[src/design/alsplit_pkg.sv]
// Shared types, constants and helper functions for the address list splitter.
// Used by every module of the block; depends on nothing else.
package alsplit_pkg;

    // Fixed field widths
    localparam int BYTE_W  = 8;
    localparam int START_W = 12;
    localparam int LEN_W   = 13;
    localparam int POS_W   = 13;

    // Longest list that is parsed; later bytes only saturate the position
    localparam int MAX_LIST_BYTES = 4096;
    localparam logic [POS_W-1:0] MAX_POS = POS_W'(MAX_LIST_BYTES);

    // Default nesting limit for parenthesised comments
    localparam int MAX_COMMENT_DEPTH = 15;

    // Depth of the queue between front and back
    localparam int QUEUE_DEPTH = 4;

    // Special characters
    localparam logic [BYTE_W-1:0] CH_QUOTE  = 8'h22;
    localparam logic [BYTE_W-1:0] CH_OPEN   = 8'h28;
    localparam logic [BYTE_W-1:0] CH_CLOSE  = 8'h29;
    localparam logic [BYTE_W-1:0] CH_BSLASH = 8'h5C;
    localparam logic [BYTE_W-1:0] CH_COMMA  = 8'h2C;

    // Status codes on the end marker
    typedef enum logic [1:0] {
        ST_OK          = 2'd0,
        ST_UNMATCHED   = 2'd1,
        ST_UNTERMINATED = 2'd2,
        ST_TOO_LONG    = 2'd3
    } t_status;

    // One result word
    typedef struct packed {
        logic [START_W-1:0] start;
        logic [LEN_W-1:0]   length;
        logic               holds;
        logic               done;
        t_status            status;
    } t_result;

    // One queue entry: the results caused by one text byte
    typedef struct packed {
        t_result res0;
        t_result res1;
        logic    two;
    } t_entry;

    // Whitespace class of a Latin-1 byte
    function automatic logic is_blank(input logic [BYTE_W-1:0] c);
        return (c >= 8'd9 && c <= 8'd13) || c == 8'h20 || c == 8'h85 || c == 8'hA0;
    endfunction

    // A segment result from the trimming state
    function automatic t_result seg_result(input logic               saw,
                                           input logic [START_W-1:0] first,
                                           input logic [START_W-1:0] last,
                                           input logic [POS_W-1:0]   origin,
                                           input logic               done);
        t_result r;
        r.holds  = 1'b1;
        r.done   = done;
        r.status = ST_OK;
        if (saw) begin
            r.start  = first;
            r.length = LEN_W'({1'b0, last}) - LEN_W'({1'b0, first}) + LEN_W'(1);
        end else begin
            r.start  = origin[START_W-1:0];
            r.length = '0;
        end
        return r;
    endfunction

    // A bare end marker
    function automatic t_result end_marker(input t_status status);
        t_result r;
        r.start  = '0;
        r.length = '0;
        r.holds  = 1'b0;
        r.done   = 1'b1;
        r.status = status;
        return r;
    endfunction

endpackage

[src/design/alsplit_front.sv]
// Front end of the splitter: takes one text byte a cycle while i_take is set, tracks quotes,
// comments, escapes and trimming, and pushes the results it causes.
// Depends on alsplit_pkg.
module alsplit_front import alsplit_pkg::*; #(
    parameter int MAX_DEPTH = MAX_COMMENT_DEPTH
) (
    input  logic              i_clk,
    input  logic              i_rst_n,
    input  logic              i_take,
    input  logic [BYTE_W-1:0] i_text_byte,
    input  logic              i_final_byte,
    output logic              o_push,
    output t_entry            o_entry
);

    localparam int DEPTH_W = $clog2(MAX_DEPTH + 1);
    localparam logic [DEPTH_W-1:0] DEPTH_LIMIT = DEPTH_W'(MAX_DEPTH);

    logic               r_quote, n_quote;
    logic [DEPTH_W-1:0] r_depth, n_depth;
    logic               r_skip, n_skip;
    logic               r_halted, n_halted;
    logic [POS_W-1:0]   r_pos, n_pos;
    logic [POS_W-1:0]   r_origin, n_origin;
    logic [START_W-1:0] r_first, n_first;
    logic [START_W-1:0] r_last, n_last;
    logic               r_saw, n_saw;

    logic    part;
    logic    have0;
    t_result res0, res1, fin_res;

    // Per-byte update of the parse state and the results of this byte
    always_comb begin
        n_quote  = r_quote;
        n_depth  = r_depth;
        n_skip   = r_skip;
        n_halted = r_halted;
        n_pos    = r_pos;
        n_origin = r_origin;
        n_first  = r_first;
        n_last   = r_last;
        n_saw    = r_saw;
        part     = 1'b1;
        have0    = 1'b0;
        res0     = '0;
        res1     = '0;
        fin_res  = '0;

        if (r_halted) begin
            // Ignore everything until the final byte.
        end else if (r_pos >= MAX_POS) begin
            n_pos = MAX_POS + POS_W'(1);
        end else begin
            if (r_skip) begin
                n_skip = 1'b0;
            end else begin
                unique case (i_text_byte)
                    CH_QUOTE: begin
                        if (r_depth == '0) n_quote = ~r_quote;
                    end
                    CH_OPEN: begin
                        if (!r_quote && r_depth < DEPTH_LIMIT) n_depth = r_depth + DEPTH_W'(1);
                    end
                    CH_CLOSE: begin
                        if (!r_quote) begin
                            if (r_depth != '0) begin
                                n_depth = r_depth - DEPTH_W'(1);
                            end else begin
                                n_halted = 1'b1;
                                part     = 1'b0;
                            end
                        end
                    end
                    CH_BSLASH: begin
                        n_skip = 1'b1;
                    end
                    CH_COMMA: begin
                        if (!r_quote && r_depth == '0) begin
                            part = 1'b0;
                            if (r_pos > r_origin) begin
                                res0  = seg_result(r_saw, r_first, r_last, r_origin, 1'b0);
                                have0 = 1'b1;
                            end
                            n_origin = r_pos + POS_W'(1);
                            n_saw    = 1'b0;
                            n_first  = '0;
                            n_last   = '0;
                        end
                    end
                    default: ;
                endcase
            end
            // Non-blank bytes move the trimmed bounds of the segment.
            if (part && !n_halted && !is_blank(i_text_byte)) begin
                if (!n_saw) begin
                    n_first = r_pos[START_W-1:0];
                    n_saw   = 1'b1;
                end
                n_last = r_pos[START_W-1:0];
            end
            n_pos = r_pos + POS_W'(1);
        end

        // The final byte closes the list and returns to the reset state.
        if (i_final_byte) begin
            if (n_halted) begin
                fin_res = end_marker(ST_UNMATCHED);
            end else if (n_pos > MAX_POS) begin
                fin_res = end_marker(ST_TOO_LONG);
            end else if (n_quote || n_depth != '0) begin
                fin_res = end_marker(ST_UNTERMINATED);
            end else if (n_pos > n_origin) begin
                fin_res = seg_result(n_saw, n_first, n_last, n_origin, 1'b1);
            end else begin
                fin_res = end_marker(ST_OK);
            end
            if (have0) res1 = fin_res;
            else       res0 = fin_res;
            n_quote  = 1'b0;
            n_depth  = '0;
            n_skip   = 1'b0;
            n_halted = 1'b0;
            n_pos    = '0;
            n_origin = '0;
            n_first  = '0;
            n_last   = '0;
            n_saw    = 1'b0;
        end
    end

    // Queue push for a byte that causes at least one result
    assign o_push        = i_take && (have0 || i_final_byte);
    assign o_entry.res0  = res0;
    assign o_entry.res1  = res1;
    assign o_entry.two   = have0 && i_final_byte;

    // Parse state registers
    always_ff @(posedge i_clk) begin
        if (!i_rst_n) begin
            r_quote  <= 1'b0;
            r_depth  <= '0;
            r_skip   <= 1'b0;
            r_halted <= 1'b0;
            r_pos    <= '0;
            r_origin <= '0;
            r_first  <= '0;
            r_last   <= '0;
            r_saw    <= 1'b0;
        end else if (i_take) begin
            r_quote  <= n_quote;
            r_depth  <= n_depth;
            r_skip   <= n_skip;
            r_halted <= n_halted;
            r_pos    <= n_pos;
            r_origin <= n_origin;
            r_first  <= n_first;
            r_last   <= n_last;
            r_saw    <= n_saw;
        end
    end

endmodule

[src/design/alsplit_queue.sv]
// Short first-in first-out queue of result entries between front and back.
// Depends on alsplit_pkg.
module alsplit_queue import alsplit_pkg::*; (
    input  logic   i_clk,
    input  logic   i_rst_n,
    input  logic   i_push,
    input  t_entry i_entry,
    input  logic   i_pop,
    output t_entry o_entry,
    output logic   o_full,
    output logic   o_empty
);

    localparam int PTR_W = $clog2(QUEUE_DEPTH);
    localparam int CNT_W = $clog2(QUEUE_DEPTH + 1);

    t_entry             r_mem [QUEUE_DEPTH];
    logic [PTR_W-1:0]   r_wr_ptr;
    logic [PTR_W-1:0]   r_rd_ptr;
    logic [CNT_W-1:0]   r_count;

    assign o_full  = (r_count == CNT_W'(QUEUE_DEPTH));
    assign o_empty = (r_count == '0);
    assign o_entry = r_mem[r_rd_ptr];

    // Entry storage
    always_ff @(posedge i_clk) begin
        if (i_push) r_mem[r_wr_ptr] <= i_entry;
    end

    // Pointers and fill count
    always_ff @(posedge i_clk) begin
        if (!i_rst_n) begin
            r_wr_ptr <= '0;
            r_rd_ptr <= '0;
            r_count  <= '0;
        end else begin
            if (i_push) r_wr_ptr <= (r_wr_ptr == PTR_W'(QUEUE_DEPTH - 1)) ? '0
                                                                         : r_wr_ptr + PTR_W'(1);
            if (i_pop)  r_rd_ptr <= (r_rd_ptr == PTR_W'(QUEUE_DEPTH - 1)) ? '0
                                                                         : r_rd_ptr + PTR_W'(1);
            if (i_push && !i_pop)      r_count <= r_count + CNT_W'(1);
            else if (!i_push && i_pop) r_count <= r_count - CNT_W'(1);
        end
    end

endmodule

[src/design/alsplit_back.sv]
// Back end of the splitter: unpacks queue entries into single result words
// and holds them in the output register. Depends on alsplit_pkg.
module alsplit_back import alsplit_pkg::*; (
    input  logic               i_clk,
    input  logic               i_rst_n,
    input  logic               i_q_empty,
    input  t_entry             i_q_entry,
    output logic               o_pop,
    output logic               o_result_valid,
    input  logic               i_result_ready,
    output logic [START_W-1:0] o_segment_start,
    output logic [LEN_W-1:0]   o_segment_length,
    output logic               o_holds_address,
    output logic               o_list_done,
    output logic [1:0]         o_split_status
);

    logic    r_out_valid;
    t_result r_out;
    logic    r_pend_valid;
    t_result r_pend;
    logic    out_free;

    // The output register can load when empty or being taken this cycle.
    assign out_free = !r_out_valid || i_result_ready;
    assign o_pop    = out_free && !r_pend_valid && !i_q_empty;

    // Control: output valid and the pending second word
    always_ff @(posedge i_clk) begin
        if (!i_rst_n) begin
            r_out_valid  <= 1'b0;
            r_pend_valid <= 1'b0;
        end else if (out_free) begin
            if (r_pend_valid) begin
                r_out_valid  <= 1'b1;
                r_pend_valid <= 1'b0;
            end else begin
                r_out_valid  <= !i_q_empty;
                r_pend_valid <= !i_q_empty && i_q_entry.two;
            end
        end
    end

    // Payload of the output and pending words
    always_ff @(posedge i_clk) begin
        if (out_free) begin
            if (r_pend_valid) begin
                r_out <= r_pend;
            end else if (!i_q_empty) begin
                r_out  <= i_q_entry.res0;
                r_pend <= i_q_entry.res1;
            end
        end
    end

    assign o_result_valid   = r_out_valid;
    assign o_segment_start  = r_out.start;
    assign o_segment_length = r_out.length;
    assign o_holds_address  = r_out.holds;
    assign o_list_done      = r_out.done;
    assign o_split_status   = r_out.status;

endmodule

[src/design/address_list_splitter.sv]
// Top level of the address list splitter: front parser, result queue and
// output stage. Depends on alsplit_pkg, alsplit_front, alsplit_queue, alsplit_back.
//
//   Channel   Direction  Handshake                       Word
//   text      in         i_text_valid / o_text_ready     i_text_byte, i_final_byte
//   result    out        o_result_valid / i_result_ready o_segment_start, o_segment_length,
//                                                        o_holds_address, o_list_done,
//                                                        o_split_status
//
// One text word is taken every cycle while the queue has room; the parse state
// update is flag and counter logic in the front end.
// A word's results are registered in the queue and then in the output register.
// The output stage holds the second result of a word in a pending register.
// Reset is synchronous and active low and clears all parse and queue state.
// When the result side stalls the queue fills and o_text_ready then falls.
module address_list_splitter import alsplit_pkg::*; #(
    parameter int MAX_DEPTH = MAX_COMMENT_DEPTH
) (
    input  logic               i_clk,
    input  logic               i_rst_n,
    input  logic               i_text_valid,
    output logic               o_text_ready,
    input  logic [BYTE_W-1:0]  i_text_byte,
    input  logic               i_final_byte,
    output logic               o_result_valid,
    input  logic               i_result_ready,
    output logic [START_W-1:0] o_segment_start,
    output logic [LEN_W-1:0]   o_segment_length,
    output logic               o_holds_address,
    output logic               o_list_done,
    output logic [1:0]         o_split_status
);

    logic   take;
    logic   push;
    logic   pop;
    logic   q_full;
    logic   q_empty;
    t_entry push_entry;
    t_entry head_entry;

    assign o_text_ready = !q_full;
    assign take         = i_text_valid && o_text_ready;

    // Parser
    alsplit_front #(
        .MAX_DEPTH (MAX_DEPTH)
    ) u_front (
        .i_clk        (i_clk),
        .i_rst_n      (i_rst_n),
        .i_take       (take),
        .i_text_byte  (i_text_byte),
        .i_final_byte (i_final_byte),
        .o_push       (push),
        .o_entry      (push_entry)
    );

    // Result queue
    alsplit_queue u_queue (
        .i_clk   (i_clk),
        .i_rst_n (i_rst_n),
        .i_push  (push),
        .i_entry (push_entry),
        .i_pop   (pop),
        .o_entry (head_entry),
        .o_full  (q_full),
        .o_empty (q_empty)
    );

    // Output stage
    alsplit_back u_back (
        .i_clk            (i_clk),
        .i_rst_n          (i_rst_n),
        .i_q_empty        (q_empty),
        .i_q_entry        (head_entry),
        .o_pop            (pop),
        .o_result_valid   (o_result_valid),
        .i_result_ready   (i_result_ready),
        .o_segment_start  (o_segment_start),
        .o_segment_length (o_segment_length),
        .o_holds_address  (o_holds_address),
        .o_list_done      (o_list_done),
        .o_split_status   (o_split_status)
    );

endmodule
[config.mk]
export PLATFORM = sky130hd
export DESIGN_NAME = address_list_splitter
export DESIGN_NICKNAME = d
export VERILOG_FILES = /design/src/design/alsplit_pkg.sv /design/src/design/alsplit_front.sv /design/src/design/alsplit_queue.sv /design/src/design/alsplit_back.sv /design/src/design/address_list_splitter.sv
export SDC_FILE = /design/constraint.sdc
export NUM_CORES = 1
export LEC_CHECK = 0
export BUFFER_PORTS_ARGS = -buffer_cell sky130_fd_sc_hd__buf_2
export CAP_MARGIN = 0
export CORE_ASPECT_RATIO = 1.1
export CORE_MARGIN = 4
export CORE_UTILIZATION = 60
export CTS_BUF_LIST = sky130_fd_sc_hd__clkbuf_8
export DETAILED_ROUTE_END_ITERATION = 16
export PLACE_DENSITY = 0.77
export SYNTH_ARGS = -nofsm -noshare
export SYNTH_HDL_FRONTEND = slang
export SYNTH_SLANG_ARGS = --single-unit
export TNS_END_PERCENT = 100
[constraint.sdc]
create_clock -name i_clk -period 12.08 [get_ports i_clk]
set_input_delay 2.416 -clock i_clk [delete_from_list [all_inputs] [get_ports i_clk]]
set_output_delay 2.416 -clock i_clk [all_outputs]
set_load 0.05 [all_outputs]
* Word level (Yosys, flattened, before mapping)
Memory sizes are Yosys's and may differ from the RTL's. A register that Yosys moved wholly into a read port is not among the register bits. Cells that the tools add are included.
Cells by class: add/sub/neg operators 11, $mul 0, divide/modulo/power cells 0, $lt $le $gt $ge 7, equality and inequality tests 14, shift-type cells 0, multiplexer cells 102, bitwise logic cells 3, reductions and logical operators 36
Operators with widths (count):
- $mux W29 | 16
- $mux W12 | 15
- $mux W13 | 9
- $mux W25 | 2
- $mux W1 | 45
- $eq A8 B6 Y1 const B | 5
- $add A13 B1 Y13 const B | 3
- $mux W4 | 7
- $gt A13 B13 Y1 | 2
- $sub A12 B12 Y13 | 2
- $eq A8 B8 Y1 const B | 2
- $ge A13 B13 Y1 const B | 1
- $gt A13 B13 Y1 const B | 1
- $logic_and A1 B1 Y1 | 13
- $logic_not A1 Y1 | 9
- $eq A8 B7 Y1 const B | 1
- $ge A8 B4 Y1 const B | 1
- $le A8 B4 Y1 const B | 1
- $mux W2 | 4
- $pmux W4 S2 | 1
- $reduce_bool A4 Y1 | 2
- $logic_or A1 B1 Y1 | 6
- $mux W3 | 2
- $ne A2 B2 Y1 const B | 3
- other kinds (15) | 20
Word-level totals: register bits 125, bits in latches 0, bits in writable memories 236, memory bits (read-only) 0, input bits 13, output and inout bits 31, logic and storage cells 198, memories kept 1
Memories:
- u_queue.r_mem | depth 4, bits a word 59, read ports 1, clocked after memory_dff 1, write ports 1, line alsplit_queue.sv:17 | t_entry r_mem [QUEUE_DEPTH];

* Logic depth before layout (Yosys ltp)
word-level depth 22, depth in mapped cells 25

* By module
Synthesis repeated with hierarchy kept, for this count alone.
Second synthesis, totals: cells, all modules 1286, area, all modules 17478.0 um^2
Modules (own cells, without submodules):
- alsplit_queue | instances 1, cells each 353, area an instance 8984.9 um^2, sequential area each 7267.0 um^2
- alsplit_front | instances 1, cells each 828, area an instance 6263.5 um^2, sequential area each 1161.1 um^2
- alsplit_back | instances 1, cells each 103, area an instance 2219.6 um^2, sequential area each 1781.7 um^2
- address_list_splitter | instances 1, cells each 2, area an instance 10.0 um^2, sequential area each 0.0 um^2

* Worst setup path before layout
OpenSTA, ideal clock, no wires.
kind input-to-reg, start point input i_text_byte[4], end point memory u_queue.r_mem[0][45] (netlist name), data pin, library setup time 196 ps, arrival time 6296 ps, data required time 11884 ps, setup slack 5588 ps, stages on the path 20, path through nor4b_1 > nand3_1 > nand4_1 > a21oi_1 > and2_1 > clkbuf_1 > a22o_1 > ha_1 > inv_1 > ha_1 > inv_1 > fa_1 > nor2b_1 > o21ai_0 > a21oi_1 > o21ai_0 > a211oi_1 > o21a_1 > nor3_1 > o32ai_2
RTL lines:
- start: declaration | line address_list_splitter.sv:23 | input logic [BYTE_W-1:0] i_text_byte,
- end: declaration | line alsplit_queue.sv:17

==> flow_summary.yaml <==
synth:
  synth_cells: 1254
  ys_seq_elements: 359
  ys_types: 74
  synthesis.area_sq_um: 17200
  synth_edf_count: 290
  ys_seq_area_frac: 0.588
  ys_warn_count: 0
  synth_flop_cell: "edfxtp_1"
  synthArstFlopShare: 0
  syn_area_per_cell_sq_um: 13.7
clocking:
  hold_buffers: 0
  clk_latency_ps: 590
  cts.clk_slew.worst_paths_ps: 60
  postCtsSetupBuffers: 0
  cts_max_level: 2
  cts_resized: 0
  cts.sinks: 359
  cts_made_buffers: 51
  clockRootBuffer: "clkbuf_8"
  clk_path_buf_depth: 3
  cts_tree: "yes"
power:
  sw_frac_of_total: 0.307
  p_per_area_nw_per_um2: 172
  leakagePower_nw: 6.80
  irDropWorstVdd_uv: 162
  p_int_mw: 2.25
  pwr-share-comb: 0.228
  p_sw_mw: 0.999
  clkPwrFrac: 0.274
  power_frac_seq: 0.497
routing:
  drc: 0
  wirelength_um: 36000
  drtAntennaViolNets: 0
  vias: 10600
  drt_iter0_markers: 948
  drtPass1Iterations: 6
  viasPerCell: 6.06
  wl_per_cell_um: 20.6
timing:
  rsz0062_at_grt: "false"
  setup-violations-final: 0
  setup_tns_ps: 0
  clock-skew-final_ps: 32.8
  tightest_slew_ps: 1080
  slew_viol_final: 0
  clock.fmax_ghz: 0.141
  min_period_over_period: 0.588
  slew_headroom: 0.279
  period_needed_ps: 7110
  finalHoldViolations: 0
critical_path:
  crit_slowest_cell: "nand4_1"
  end_kind: "register"
  arrival_ps: 7380
  cp_slowest_stage_delay_ps: 1060
  cp_top_family: "simple AND/OR/NAND/NOR gates"
  critical_path_buf_inv_count: 2
  crit_required_ps: 12350
  path_max_fanout: 25
  path_cells: "buf_2 -> nor4b_1 -> nand4_1 -> o21ai_0 -> inv_1 -> ha_1 -> and3_1 -> a211o_1 -> a221oi_1 -> a21oi_1 -> and4_4 -> nand2_1 -> nor2_1"
  crit_type: "in2reg"
  start_kind: "input pin"
cells_and_area:
  final_cells: 1751
  most-common-layout-cells: "edfxtp_1 (290), ha_1 (84), inv_1 (79)"
  drive_above_1_share: 0.179
  area_growth_syn_to_layout_pct: 9.92
  n_antenna_cell: 0
  final_common_cell: "edfxtp_1"
  final_util: 0.673
  fin_nets: 1446
  design_area_sq_um: 18900
floorplanning:
  core_region_area_sq_um: 28000
  die_w_um: 169
  dieArea_sq_um: 31400
  die_y_um: 185
  ios: 44
  rows: 64
  initial_core_util: 0.612
place:
  placed_cell_area_sq_um: 17900
  hpwl_um: 23800
  gp_congestion: 0.918
  placedCellCount: 1656
  port_buffers: 43
global_route:
  grt-ovfl-total: 0
  grt_pass1_wl_um: 57400
  grt_max_degree: 67
  grtUsageTotal: 0.234
  antenna_found_initial: 0
  grt_pass1_vias: 10500
hold_path:
  hp-class: "reg2reg"
run:
  maxCapViolations: 0
status:
  status: "finished, final reports clean"
## power groups by stage
stage	sequential [mW]	combinational, mW	clock (mW)
2_1_floorplan	1.80	0.402	0
3_3_place_gp	1.64	0.735	0
3_5_place_dp	1.65	0.748	0
4_1_cts	1.62	0.750	0.909
5_1_grt	1.63	0.790	0.974
6_report	1.62	0.742	0.891
## stage by stage
step	setup WS, ps	hold slack, ps	power [mW]
floorplan	5590	481	2.20
global placement	4720	495	2.37
detailed placement	4480	520	2.39
CTS	5080	535	3.28
global route	4450	560	3.40
finish	4970	538	3.25
## flip-flops by register name (all words and copies together), names as in the netlist, 3 cells and up, named ones only
name and count:
u_queue.r_count 3, u_front.r_depth 4, u_front.r_pos 13, u_back.o_segment_length 13, u_back.o_segment_start 12, u_front.r_first 12, u_back.r_pend 29, u_queue.r_mem 232
u_front.r_origin 13, u_front.r_last 12
## cells by family after synthesis
| kind of cell | after synthesis | synth area share |
|---|---|---|
| AO/OA/AOI/OAI | 213 | 0.0855 |
| XOR/XNOR | 29 | 0.0148 |
| adder cells (fa/ha/maj) | 87 | 0.0648 |
| buffers and inverters | 135 | 0.0306 |
| flip-flops | 359 | 0.588 |
| multiplexers | 129 | 0.120 |
| other | 1 | 0.000219 |
| AND/OR/NAND/NOR | 301 | 0.0955 |
## Yosys cell counts (6+ instances only)
master | n | area (sq um)
a22oi_1 | 45 | 338
xnor2_1 | 19 | 166
and2_1 | 28 | 175
nand4_1 | 9 | 56.3
nor2_1 | 59 | 221
o21a_1 | 6 | 45.0
nor3_1 | 25 | 125
nand3_1 | 18 | 90.1
nor2b_1 | 59 | 369
mux4_2 | 58 | 1310
xor2_1 | 10 | 87.6
buf_1 | 8 | 30.0
edfxtp_1 | 290 | 8710
mux2_2 | 40 | 450
nand2b_1 | 7 | 43.8
ha_1 | 84 | 1050
o21ai_0 | 36 | 180
a21o_1 | 9 | 67.6
inv_1 | 64 | 240
clkbuf_1 | 54 | 203
o22ai_1 | 36 | 225
buf_2 | 8 | 40.0
a21oi_1 | 29 | 145
mux2i_1 | 31 | 310
nand2_1 | 51 | 191
dfxtp_1 | 69 | 1380
## tightest hold or removal path, delay by kind of cell (launching register included)
family,cells,cell delay [ps]
AOI/OAI and AO/OA,1,70
DFF,1,340
and+or+nand+nor,1,100
## layer usage
metal  track usage  vias up  wire [um]
met5             0        -          0
met4        0.0705        0        860
met3        0.0356       73       2300
met2         0.389      381      17600
met1         0.323     5217      15300
li1              -     4933          -
## cell type report
| class | count | area [sq um] |
|---|---|---|
| clock buffer | 52 | 716 |
| clock inverter | 43 | 248 |
| fill | 1981 | 9170 |
| inverter | 64 | 240 |
| multi-input combinational | 811 | 6770 |
| sequential | 359 | 10100 |
| tap | 363 | 454 |
| timing repair buffer | 59 | 335 |
## path summary, 6_finish.rpt
kind	from	endpoint	slack [ps]	cells after the start
worst min register to register	u_front.r_last[1]	u_front.r_last[1]	540	2
worst min-delay path	u_front.r_last[1]	u_front.r_last[1]	540	2
worst max-delay path	i_text_byte[7]	u_queue.r_mem[2][20]	4970	13
worst max register to register	u_front.r_depth[0]	u_queue.r_mem[2][20]	6350	17
No activity file was read; power rests on OpenSTA's default activity.
